--- config.mk ---
export PLATFORM = sky130hd
export DESIGN_NAME = lru_writeback_block_cache_flat
export DESIGN_NICKNAME = d
export VERILOG_FILES = /design/src/rtl/lrubc_pkg.sv /design/src/rtl/lrubc_if.sv /design/src/rtl/lru_writeback_block_cache.sv /design/src/rtl/lrubc_cell.sv /design/src/flat_wrapper.sv
export SDC_FILE = /design/constraint.sdc
export NUM_CORES = 2
export LEC_CHECK = 0
export BUFFER_PORTS_ARGS = -buffer_cell sky130_fd_sc_hd__buf_2
export CAP_MARGIN = 20
export CORE_ASPECT_RATIO = 1.5
export CORE_MARGIN = 2
export CORE_UTILIZATION = 43
export CTS_CLUSTER_DIAMETER = 120
export DETAILED_ROUTE_END_ITERATION = 7
export SLEW_MARGIN = 20
export SYNTH_ARGS = -nofsm -noshare
export SYNTH_HDL_FRONTEND = slang
export SYNTH_SLANG_ARGS = --single-unit
export TNS_END_PERCENT = 5
--- constraint.sdc ---
create_clock -name clk -period 7.68 [get_ports clk]
set_clock_uncertainty 0.1 [all_clocks]
set_input_delay 0.768 -clock clk [delete_from_list [all_inputs] [get_ports clk]]
set_output_delay 0.768 -clock clk [all_outputs]
set_load 0.05 [all_outputs]
--- src/rtl/lrubc_pkg.sv ---
// Package of the block cache controller: codes, entry type and cell ops.
// Depends on nothing.
`default_nettype none
package lrubc_pkg;
  localparam logic [1:0] CMD_READ  = 2'd0;
  localparam logic [1:0] CMD_WRITE = 2'd1;
  localparam logic [1:0] CMD_FLUSH = 2'd2;
  localparam logic [1:0] CMD_NONE  = 2'd3;

  localparam logic [1:0] KIND_HIT   = 2'd0;
  localparam logic [1:0] KIND_FILL  = 2'd1;
  localparam logic [1:0] KIND_WB    = 2'd2;
  localparam logic [1:0] KIND_EMPTY = 2'd3;

  localparam logic [1:0] REG_BLOCK_BYTES    = 2'd0;
  localparam logic [1:0] REG_STORAGE_LENGTH = 2'd1;
  localparam logic [1:0] REG_LENGTH_KNOWN   = 2'd2;

  typedef struct packed {
    logic        valid;
    logic        dirty;
    logic [31:0] tag;
    logic [16:0] len;
  } entry_t;

  typedef enum logic [1:0] {
    OP_HOLD = 2'd0,
    OP_PREV = 2'd1,
    OP_NEXT = 2'd2
  } cell_op_t;
endpackage
`default_nettype wire

--- src/rtl/lrubc_if.sv ---
// Handshake interfaces of the block cache controller: access items in,
// result items out. Depends on nothing.
`default_nettype none
interface lrubc_in_if;
  logic        valid;
  logic        ready;
  logic [1:0]  cmd;
  logic [31:0] block_number;
  modport source (output valid, cmd, block_number, input ready);
  modport sink (input valid, cmd, block_number, output ready);
endinterface

interface lrubc_out_if;
  logic        valid;
  logic        ready;
  logic [1:0]  kind;
  logic [3:0]  slot;
  logic [31:0] target_block;
  logic [16:0] byte_length;
  logic        last;
  modport source (output valid, kind, slot, target_block, byte_length, last, input ready);
  modport sink (input valid, kind, slot, target_block, byte_length, last, output ready);
endinterface
`default_nettype wire

--- src/rtl/lru_writeback_block_cache.sv ---
// Top level of the fully associative LRU write-back block cache controller.
// Depends on lrubc_pkg, lrubc_if and lrubc_cell.
`default_nettype none
// Usage: access items (read, write, flush) enter on in_if; each causes one or
// more result items on out_if, the final one flagged by last. Registers are
// written over the APB port (8-byte stride); the user must write them only
// while the block is idle, which the block does not enforce. The state lives
// in a chain of WAYS cells, cell 0 holding the most recently used slot. S_IDLE
// accepts a read or write, S_LOOK registers the tag compare across all cells
// and the offset multiply, S_WB writes back a dirty victim if any, and S_FIN
// updates the chain. A flush rotates the chain once around, one cell per cycle
// unless a dirty cell waits on a stalled output. A command code of 3 is
// accepted and dropped. Results wait in an output register; while the receiver
// stalls, the block still takes the next item and runs it up to its first
// result, then holds; a flush keeps rotating past clean cells. Reset
// (synchronous, rst_n low) empties every slot, clears all dirty marks and puts
// slot i at recency position i; registers return to their defaults.
module lru_writeback_block_cache
  import lrubc_pkg::*;
#(
  parameter int WAYS = 16
) (
  input  wire logic        clk,
  input  wire logic        rst_n,
  lrubc_in_if.sink         in_if,
  lrubc_out_if.source      out_if,
  input  wire logic        psel,
  input  wire logic        penable,
  input  wire logic        pwrite,
  input  wire logic [4:0]  paddr,
  input  wire logic [63:0] pwdata,
  output logic [63:0]      prdata,
  output logic             pready
);
  localparam int SW = (WAYS > 1) ? $clog2(WAYS) : 1;
  localparam int CW = $clog2(WAYS + 1);

  typedef enum logic [5:0] {
    S_IDLE  = 6'b000001,
    S_LOOK  = 6'b000010,
    S_WB    = 6'b000100,
    S_FIN   = 6'b001000,
    S_FLUSH = 6'b010000,
    S_EMPTY = 6'b100000
  } state_t;

  state_t state_r, state_nxt;

  // Configuration registers.
  logic [16:0] block_bytes_r;
  logic [39:0] storage_length_r;
  logic        length_known_r;

  assign pready = 1'b1;

  always_ff @(posedge clk) begin
    if (!rst_n) begin
      block_bytes_r    <= 17'd512;
      storage_length_r <= 40'd0;
      length_known_r   <= 1'b1;
    end else if (psel && penable && pwrite) begin
      case (paddr[4:3])
        REG_BLOCK_BYTES:    block_bytes_r    <= pwdata[16:0];
        REG_STORAGE_LENGTH: storage_length_r <= pwdata[39:0];
        REG_LENGTH_KNOWN:   length_known_r   <= pwdata[0];
        default: ;
      endcase
    end
  end

  always_comb begin
    case (paddr[4:3])
      REG_BLOCK_BYTES:    prdata = {47'd0, block_bytes_r};
      REG_STORAGE_LENGTH: prdata = {24'd0, storage_length_r};
      REG_LENGTH_KNOWN:   prdata = {63'd0, length_known_r};
      default:            prdata = 64'd0;
    endcase
  end

  // Current item.
  logic [1:0]      cmd_r;
  logic [31:0]     blk_r;
  logic [WAYS-1:0] hit_r;
  logic [48:0]     prod_r;
  logic [CW-1:0]   cnt_r;
  logic            any_r;

  // Chain of cells.
  entry_t          ent   [WAYS];
  logic [SW-1:0]   slots [WAYS];
  entry_t          prev_e[WAYS];
  logic [SW-1:0]   prev_s[WAYS];
  entry_t          next_e[WAYS];
  logic [SW-1:0]   next_s[WAYS];
  cell_op_t        ops   [WAYS];
  logic [WAYS-1:0] match;
  logic [WAYS-1:0] dv;
  logic [WAYS-1:0] dv_rest;
  logic [WAYS-1:0] at_or_above;

  entry_t          head_e;
  logic [SW-1:0]   head_s;
  entry_t          hit_e;
  logic [SW-1:0]   hit_s;
  entry_t          head0_clean;

  for (genvar i = 0; i < WAYS; i++) begin : g_cell
    lrubc_cell #(.SW(SW), .INIT_SLOT(i)) u_cell (
      .clk      (clk),
      .rst_n    (rst_n),
      .op       (ops[i]),
      .prev_ent (prev_e[i]),
      .prev_slot(prev_s[i]),
      .next_ent (next_e[i]),
      .next_slot(next_s[i]),
      .key      (blk_r),
      .ent      (ent[i]),
      .slot     (slots[i]),
      .match    (match[i])
    );
    assign dv[i] = ent[i].valid && ent[i].dirty;
  end

  // The cell after the last one is the head cell with its dirty mark cleared,
  // so one full rotation cleans every entry and restores the order.
  always_comb begin
    head0_clean       = ent[0];
    head0_clean.dirty = 1'b0;
    for (int i = 0; i < WAYS; i++) begin
      prev_e[i] = (i == 0) ? head_e : ent[(i == 0) ? 0 : i - 1];
      prev_s[i] = (i == 0) ? head_s : slots[(i == 0) ? 0 : i - 1];
      next_e[i] = (i == WAYS - 1) ? head0_clean : ent[(i == WAYS - 1) ? 0 : i + 1];
      next_s[i] = (i == WAYS - 1) ? slots[0] : slots[(i == WAYS - 1) ? 0 : i + 1];
    end
  end

  always_comb begin
    dv_rest    = dv;
    dv_rest[0] = 1'b0;
    for (int i = 0; i < WAYS; i++) begin
      at_or_above[i] = |(hit_r >> i);
    end
  end

  // One-hot select of the hit entry.
  always_comb begin
    hit_e = '0;
    hit_s = '0;
    for (int i = 0; i < WAYS; i++) begin
      if (hit_r[i]) begin
        hit_e = hit_e | ent[i];
        hit_s = hit_s | slots[i];
      end
    end
  end

  // Fill length from the registered block offset.
  logic [48:0] stor49;
  logic [48:0] remain;
  logic [16:0] fill_len;

  always_comb begin
    stor49 = {9'd0, storage_length_r};
    remain = stor49 - prod_r;
    if (!length_known_r) begin
      fill_len = block_bytes_r;
    end else if (stor49 <= prod_r) begin
      fill_len = 17'd0;
    end else if (remain < {32'd0, block_bytes_r}) begin
      fill_len = remain[16:0];
    end else begin
      fill_len = block_bytes_r;
    end
  end

  logic hit_any;
  assign hit_any = |hit_r;

  always_comb begin
    if (hit_any) begin
      head_e       = hit_e;
      head_e.dirty = hit_e.dirty || (cmd_r == CMD_WRITE);
      head_s       = hit_s;
    end else begin
      head_e = '{valid: 1'b1, dirty: (cmd_r == CMD_WRITE), tag: blk_r, len: fill_len};
      head_s = slots[WAYS-1];
    end
  end

  // Output register.
  logic        out_valid_r;
  logic [1:0]  kind_r;
  logic [3:0]  oslot_r;
  logic [31:0] otag_r;
  logic [16:0] olen_r;
  logic        olast_r;
  logic        out_free;
  logic        emit;
  logic [1:0]  e_kind;
  logic [SW-1:0] e_slot;
  logic [SW+3:0] e_slot_ext;
  logic [31:0] e_tag;
  logic [16:0] e_len;
  logic        e_last;
  logic        chain_shift;
  logic        chain_rot;

  assign out_free    = !out_valid_r || out_if.ready;
  assign in_if.ready = (state_r == S_IDLE);

  always_comb begin
    state_nxt   = state_r;
    emit        = 1'b0;
    e_kind      = KIND_HIT;
    e_slot      = '0;
    e_tag       = '0;
    e_len       = '0;
    e_last      = 1'b0;
    chain_shift = 1'b0;
    chain_rot   = 1'b0;
    case (state_r)
      S_IDLE: begin
        if (in_if.valid) begin
          if (in_if.cmd == CMD_FLUSH) begin
            state_nxt = S_FLUSH;
          end else if (in_if.cmd != CMD_NONE) begin
            state_nxt = S_LOOK;
          end
        end
      end
      S_LOOK: begin
        state_nxt = (!(|match) && dv[WAYS-1]) ? S_WB : S_FIN;
      end
      S_WB: begin
        if (out_free) begin
          emit      = 1'b1;
          e_kind    = KIND_WB;
          e_slot    = slots[WAYS-1];
          e_tag     = ent[WAYS-1].tag;
          e_len     = ent[WAYS-1].len;
          state_nxt = S_FIN;
        end
      end
      S_FIN: begin
        if (out_free) begin
          emit        = 1'b1;
          chain_shift = 1'b1;
          e_kind      = hit_any ? KIND_HIT : KIND_FILL;
          e_slot      = head_s;
          e_tag       = blk_r;
          e_len       = hit_any ? 17'd0 : fill_len;
          e_last      = 1'b1;
          state_nxt   = S_IDLE;
        end
      end
      S_FLUSH: begin
        if (cnt_r == CW'(WAYS)) begin
          state_nxt = any_r ? S_IDLE : S_EMPTY;
        end else if (!dv[0]) begin
          chain_rot = 1'b1;
        end else if (out_free) begin
          chain_rot = 1'b1;
          emit      = 1'b1;
          e_kind    = KIND_WB;
          e_slot    = slots[0];
          e_tag     = ent[0].tag;
          e_len     = ent[0].len;
          e_last    = !(|dv_rest);
        end
      end
      S_EMPTY: begin
        if (out_free) begin
          emit      = 1'b1;
          e_kind    = KIND_EMPTY;
          e_last    = 1'b1;
          state_nxt = S_IDLE;
        end
      end
      default: state_nxt = S_IDLE;
    endcase
  end

  assign e_slot_ext = {4'd0, e_slot};

  always_comb begin
    for (int i = 0; i < WAYS; i++) begin
      if (chain_rot) begin
        ops[i] = OP_NEXT;
      end else if (chain_shift && (!hit_any || at_or_above[i])) begin
        ops[i] = OP_PREV;
      end else begin
        ops[i] = OP_HOLD;
      end
    end
  end

  always_ff @(posedge clk) begin
    if (!rst_n) begin
      state_r     <= S_IDLE;
      out_valid_r <= 1'b0;
      cnt_r       <= '0;
      any_r       <= 1'b0;
    end else begin
      state_r <= state_nxt;
      if (emit) begin
        out_valid_r <= 1'b1;
      end else if (out_if.ready) begin
        out_valid_r <= 1'b0;
      end
      if (state_r == S_IDLE) begin
        cnt_r <= '0;
        any_r <= 1'b0;
      end else if (chain_rot) begin
        cnt_r <= cnt_r + CW'(1);
        if (emit) begin
          any_r <= 1'b1;
        end
      end
    end
  end

  always_ff @(posedge clk) begin
    if (state_r == S_IDLE && in_if.valid) begin
      cmd_r <= in_if.cmd;
      blk_r <= in_if.block_number;
    end
    if (state_r == S_LOOK) begin
      hit_r  <= match;
      prod_r <= {17'd0, blk_r} * {32'd0, block_bytes_r};
    end
    if (emit) begin
      kind_r  <= e_kind;
      oslot_r <= e_slot_ext[3:0];
      otag_r  <= e_tag;
      olen_r  <= e_len;
      olast_r <= e_last;
    end
  end

  assign out_if.valid        = out_valid_r;
  assign out_if.kind         = kind_r;
  assign out_if.slot         = oslot_r;
  assign out_if.target_block = otag_r;
  assign out_if.byte_length  = olen_r;
  assign out_if.last         = olast_r;
endmodule
`default_nettype wire

--- src/rtl/lrubc_cell.sv ---
// One recency position of the LRU chain: holds a slot id and its entry.
// Depends on lrubc_pkg.
`default_nettype none
module lrubc_cell
  import lrubc_pkg::*;
#(
  parameter int SW = 4,
  parameter int INIT_SLOT = 0
) (
  input  wire logic          clk,
  input  wire logic          rst_n,
  input  wire cell_op_t      op,
  input  wire entry_t        prev_ent,
  input  wire logic [SW-1:0] prev_slot,
  input  wire entry_t        next_ent,
  input  wire logic [SW-1:0] next_slot,
  input  wire logic [31:0]   key,
  output entry_t             ent,
  output logic [SW-1:0]      slot,
  output logic               match
);
  logic          valid_r, dirty_r;
  logic [31:0]   tag_r;
  logic [16:0]   len_r;
  logic [SW-1:0] slot_r;

  always_ff @(posedge clk) begin
    if (!rst_n) begin
      valid_r <= 1'b0;
      dirty_r <= 1'b0;
      slot_r  <= SW'(INIT_SLOT);
    end else begin
      case (op)
        OP_PREV: begin
          valid_r <= prev_ent.valid;
          dirty_r <= prev_ent.dirty;
          slot_r  <= prev_slot;
        end
        OP_NEXT: begin
          valid_r <= next_ent.valid;
          dirty_r <= next_ent.dirty;
          slot_r  <= next_slot;
        end
        default: ;
      endcase
    end
  end

  always_ff @(posedge clk) begin
    case (op)
      OP_PREV: begin
        tag_r <= prev_ent.tag;
        len_r <= prev_ent.len;
      end
      OP_NEXT: begin
        tag_r <= next_ent.tag;
        len_r <= next_ent.len;
      end
      default: ;
    endcase
  end

  assign ent   = '{valid: valid_r, dirty: dirty_r, tag: tag_r, len: len_r};
  assign slot  = slot_r;
  assign match = valid_r && (tag_r == key);
endmodule
`default_nettype wire

--- src/flat_wrapper.sv ---
// flat-port wrapper written by rule: the top's interface ports become plain ports
module lru_writeback_block_cache_flat import lrubc_pkg::*;
#(
  parameter int WAYS = 16
)
  (clk, rst_n, psel, penable, pwrite, paddr, pwdata, prdata, pready, in_if_valid, in_if_cmd, in_if_block_number, in_if_ready, out_if_valid, out_if_kind, out_if_slot, out_if_target_block, out_if_byte_length, out_if_last, out_if_ready);
  lrubc_in_if in_if_i ();
  lrubc_out_if out_if_i ();
  input  wire logic clk;
  input  wire logic rst_n;
  input  wire logic psel;
  input  wire logic penable;
  input  wire logic pwrite;
  input  wire logic [4:0] paddr;
  input  wire logic [63:0] pwdata;
  output logic [63:0] prdata;
  output logic pready;
  input wire logic [$bits(in_if_i.valid)-1:0] in_if_valid;
  input wire logic [$bits(in_if_i.cmd)-1:0] in_if_cmd;
  input wire logic [$bits(in_if_i.block_number)-1:0] in_if_block_number;
  output wire logic [$bits(in_if_i.ready)-1:0] in_if_ready;
  output wire logic [$bits(out_if_i.valid)-1:0] out_if_valid;
  output wire logic [$bits(out_if_i.kind)-1:0] out_if_kind;
  output wire logic [$bits(out_if_i.slot)-1:0] out_if_slot;
  output wire logic [$bits(out_if_i.target_block)-1:0] out_if_target_block;
  output wire logic [$bits(out_if_i.byte_length)-1:0] out_if_byte_length;
  output wire logic [$bits(out_if_i.last)-1:0] out_if_last;
  input wire logic [$bits(out_if_i.ready)-1:0] out_if_ready;
  assign in_if_i.valid = in_if_valid;
  assign in_if_i.cmd = in_if_cmd;
  assign in_if_i.block_number = in_if_block_number;
  assign in_if_ready = in_if_i.ready;
  assign out_if_valid = out_if_i.valid;
  assign out_if_kind = out_if_i.kind;
  assign out_if_slot = out_if_i.slot;
  assign out_if_target_block = out_if_i.target_block;
  assign out_if_byte_length = out_if_i.byte_length;
  assign out_if_last = out_if_i.last;
  assign out_if_i.ready = out_if_ready;
  lru_writeback_block_cache #(.WAYS(WAYS)) u_core (.clk(clk), .rst_n(rst_n), .in_if(in_if_i), .out_if(out_if_i), .psel(psel), .penable(penable), .pwrite(pwrite), .paddr(paddr), .pwdata(pwdata), .prdata(prdata), .pready(pready));
endmodule
==> results.cfg <==
[outcome]
status = complete, but fails checks
violations = design-rule violations, negative hold slack

[drt]
viasPerCell = 6.33
drt_iter0_drc = 11100
dr_total_vias = 70900
wl_per_cell_um = 32.0
drc = 41
drt_first_pass_iters = 8
ant_nets = 0
wirelength_um = 358000

[layout]
syn_to_final_growth_pct = 10.9
multiInputGateArea_um2 = 42600
instances_no_fill = 11200
design_area_um2 = 86600
ff_latch_area_um2 = 31500
layout.nets = 9396
drive_above_1_share_pct = 8.29
final_util_pct = 48.0
nFillCells = 17300

[grt]
overflow = 0
grt_pass1_vias = 67400
antenna_found_initial = 60
grt_max_degree = 208
track_usage_pct = 38.3
grt_pass1_wl_um = 505000

[critical_path]
cp-start-kind = flop
r2r_slack_ns = 0.29
ff2ff_path_depth = 19
crit_start = u_core.blk_r[23]
worstSetupEndpointType = flop
cp.required_ns = 8.12
rr_endpoint = u_core.prod_r[48]
crit_path_end = u_core.prod_r[48]
setup.worst_path.class = flop to flop
path_max_fanout = 13
cp_data_arrival_time_ns = 7.83
r2r_start = u_core.blk_r[23]

[synth]
synthTopCellsByCount = nand2_1 (3,046), edfxtp_1 (939), inv_1 (588)
ys_warn_count = 0
syn_avg_cell_area_um2 = 8.98
netlist_instances = 8701
synth_top_area_share_pct = 36.1
synth_area_leaders = edfxtp_1 (36%), nand2_1 (15%), fa_1 (12%), xnor2_1 (4.5%), dfxtp_1 (4.3%)
ys_ff_latch = 1106
synthDistinctLibCells = 82
synth_edf_count = 939
netlist_area_um2 = 78100
synth_top_area_cell = edfxtp_1
synth_most_common_cell = nand2_1
ys_seq_area_share_pct = 40.4
synth_flop_cell = edfxtp_1
async_flop_share_pct = 0

[sta]
worst_pin_slew_ns = 1.31
fin_crit_ns = 7.39
rsz0062_at_grt = false
final_max_slew_viol_count = 0
holdWs_ns = -0.000838
hold_viol_final = 1
timing.setup.tns_ns = 0
setup_viol = 0
fmax_mhz = 135
max_slew_margin_pct = 12.1
fin_crit_sh_pct = 96.2
setup_ws_ns = 0.289

[clock_tree]
cts_buffer_depth = 3
numCtsBuffers = 116
cts-htree-levels = 3
clock-sinks = 1106
clk_latency_ns = 0.86
clk_pin_slew_ns = 0.06
clockRootBuffer = clkbuf_16
cts_tree = built

[die]
die-area_um2 = 185000
dieWidth_um = 352
coreArea_um2 = 181000
ioPinCount = 233
die_h_um = 526
initial_core_util_pct = 43.3
row_count = 191

[hold_path]
hp-class = input pin to flop

[place]
pre_cts_slack_ns = 0.0913
gp_congestion = 1.18
dp.cells = 10900
placed_cell_area_um2 = 81900
portBuffers = 180
dp_hpwl_um = 239000

[power_and_ir_drop]
power.leakage_nw = 35.5
ir_worst_vdd_v = 0.000223
power.density_nw_per_um2 = 258
power_mw = 22.4

[job]
cap_violations = 0
[registers in the layout, indices dropped and copies added, names as in the netlist, 4 cells and up]
register	count
u_core.blk_r	32
u_core.state_r	6
u_core.g_cell.u_cell.len_r	272
u_core.out_if.target_block	32
u_core.out_if.slot	4
u_core.g_cell.u_cell.dirty_r	16
u_core.out_if.byte_length	17
u_core.storage_length_r	40
u_core.g_cell.u_cell.tag_r	512
u_core.hit_r	16
u_core.g_cell.u_cell.slot	64
u_core.prod_r	49
u_core.cnt_r	5
u_core.block_bytes_r	17
u_core.g_cell.u_cell.valid_r	16
[layer usage]
metal | track usage, % | share of wire [%] | up-vias
li1 | - | - | 29200
met1 | 41.7 | 32 | 34400
met2 | 57.4 | 44 | 5490
met3 | 13.8 | 12 | 1778
met4 | 36.9 | 12 | 34
met5 | 0.935 | 0.11 | -
[critical path, cell delays in order, from the launching register on]
cell and delay, ns:
edfxtp_1 1.00, inv_1 0.37, nor2_1 0.25, fa_1 0.42, inv_1 0.10, fa_1 0.42
fa_1 0.52, fa_1 0.45, fa_1 0.49, inv_1 0.05, fa_1 0.51, ha_1 0.36
a21o_1 0.20, nor3_1 0.32, o211ai_1 0.28, a31oi_1 0.26, o21ai_0 0.16, or2_2 0.35
a311oi_1 0.33, xnor2_1 0.12
[layout by cell type, fill, tap and decap left out, types with 18 or more instances in the layout]
cell type,n
a221oi_1,135
mux2i_1,38
ha_1,181
a21oi_1,178
nor2_1,177
nor3_1,54
a21o_1,38
diode_2,36
inv_1,583
fa_1,450
buf_4,216
nand4_1,171
nand2_1,3042
and3_1,28
a222oi_1,60
a22oi_1,167
nor2b_1,25
o2111ai_1,21
edfxtp_1,939
a22o_1,134
dfxtp_1,164
a21boi_0,66
nor4_1,75
xnor2_2,32
xnor2_1,368
nand3_1,183
o21ai_0,125
conb_1,25
clkinv_2,27
buf_12,23
o21ai_1,23
clkbuf_16,117
buf_2,179
o21a_1,18
and2_1,159
o211a_1,57
xor2_1,165
[how the worst min path moves through the flow]
stage	start	to	slack (ns)	depth (start not counted)
global route	in_if_block_number[26]	u_core.blk_r[26]	0.02	1
floorplan	u_core.storage_length_r[17]	u_core.storage_length_r[17]	0.36	2
global placement	u_core.storage_length_r[32]	u_core.storage_length_r[32]	0.38	2
CTS	in_if_block_number[26]	u_core.blk_r[26]	0.001	1
finish	in_if_block_number[26]	u_core.blk_r[26]	-0.0008	1
detailed placement	u_core.storage_length_r[2]	u_core.storage_length_r[2]	0.38	2
[power by group]
group	switching, mW	internal, mW	leakage (nW)	total [mW]
sequential	1.00	7.63	9.79	8.63
combinational	5.57	2.08	23.8	7.65
clock	2.77	3.34	1.92	6.11
[kinds of logic after synthesis]
family / count (synthesis) / synth area share, %
AO/OA/AOI/OAI: 1147 / 11.0
XOR/XNOR: 573 / 6.42
adder cells (fa/ha/maj): 631 / 14.4
buffers and inverters: 1216 / 6.00
flip-flops: 1106 / 40.4
multiplexers: 40 / 0.516
other: 2 / 0.00961
AND/OR/NAND/NOR: 3986 / 21.3
[final cells by class]
class	count	share of cell area (%)
multi-input cells	6402	49.1
flip-flops and latches	1106	36.4
clock inverters	77	0.982
repair buffers	439	3.72
diodes	36	0.104
clock buffers	142	3.60
well taps	2412	3.48
inverters	590	2.57
[timing repair]
action                                  CTS  global route
endpoints found under the setup margin    0             7
hold buffers                              7             0
hold endpoints to repair                  7             0
setup buffers                             0             4
gates resized for setup                   0             6
Note: power is estimated with default switching activity, not from simulation.
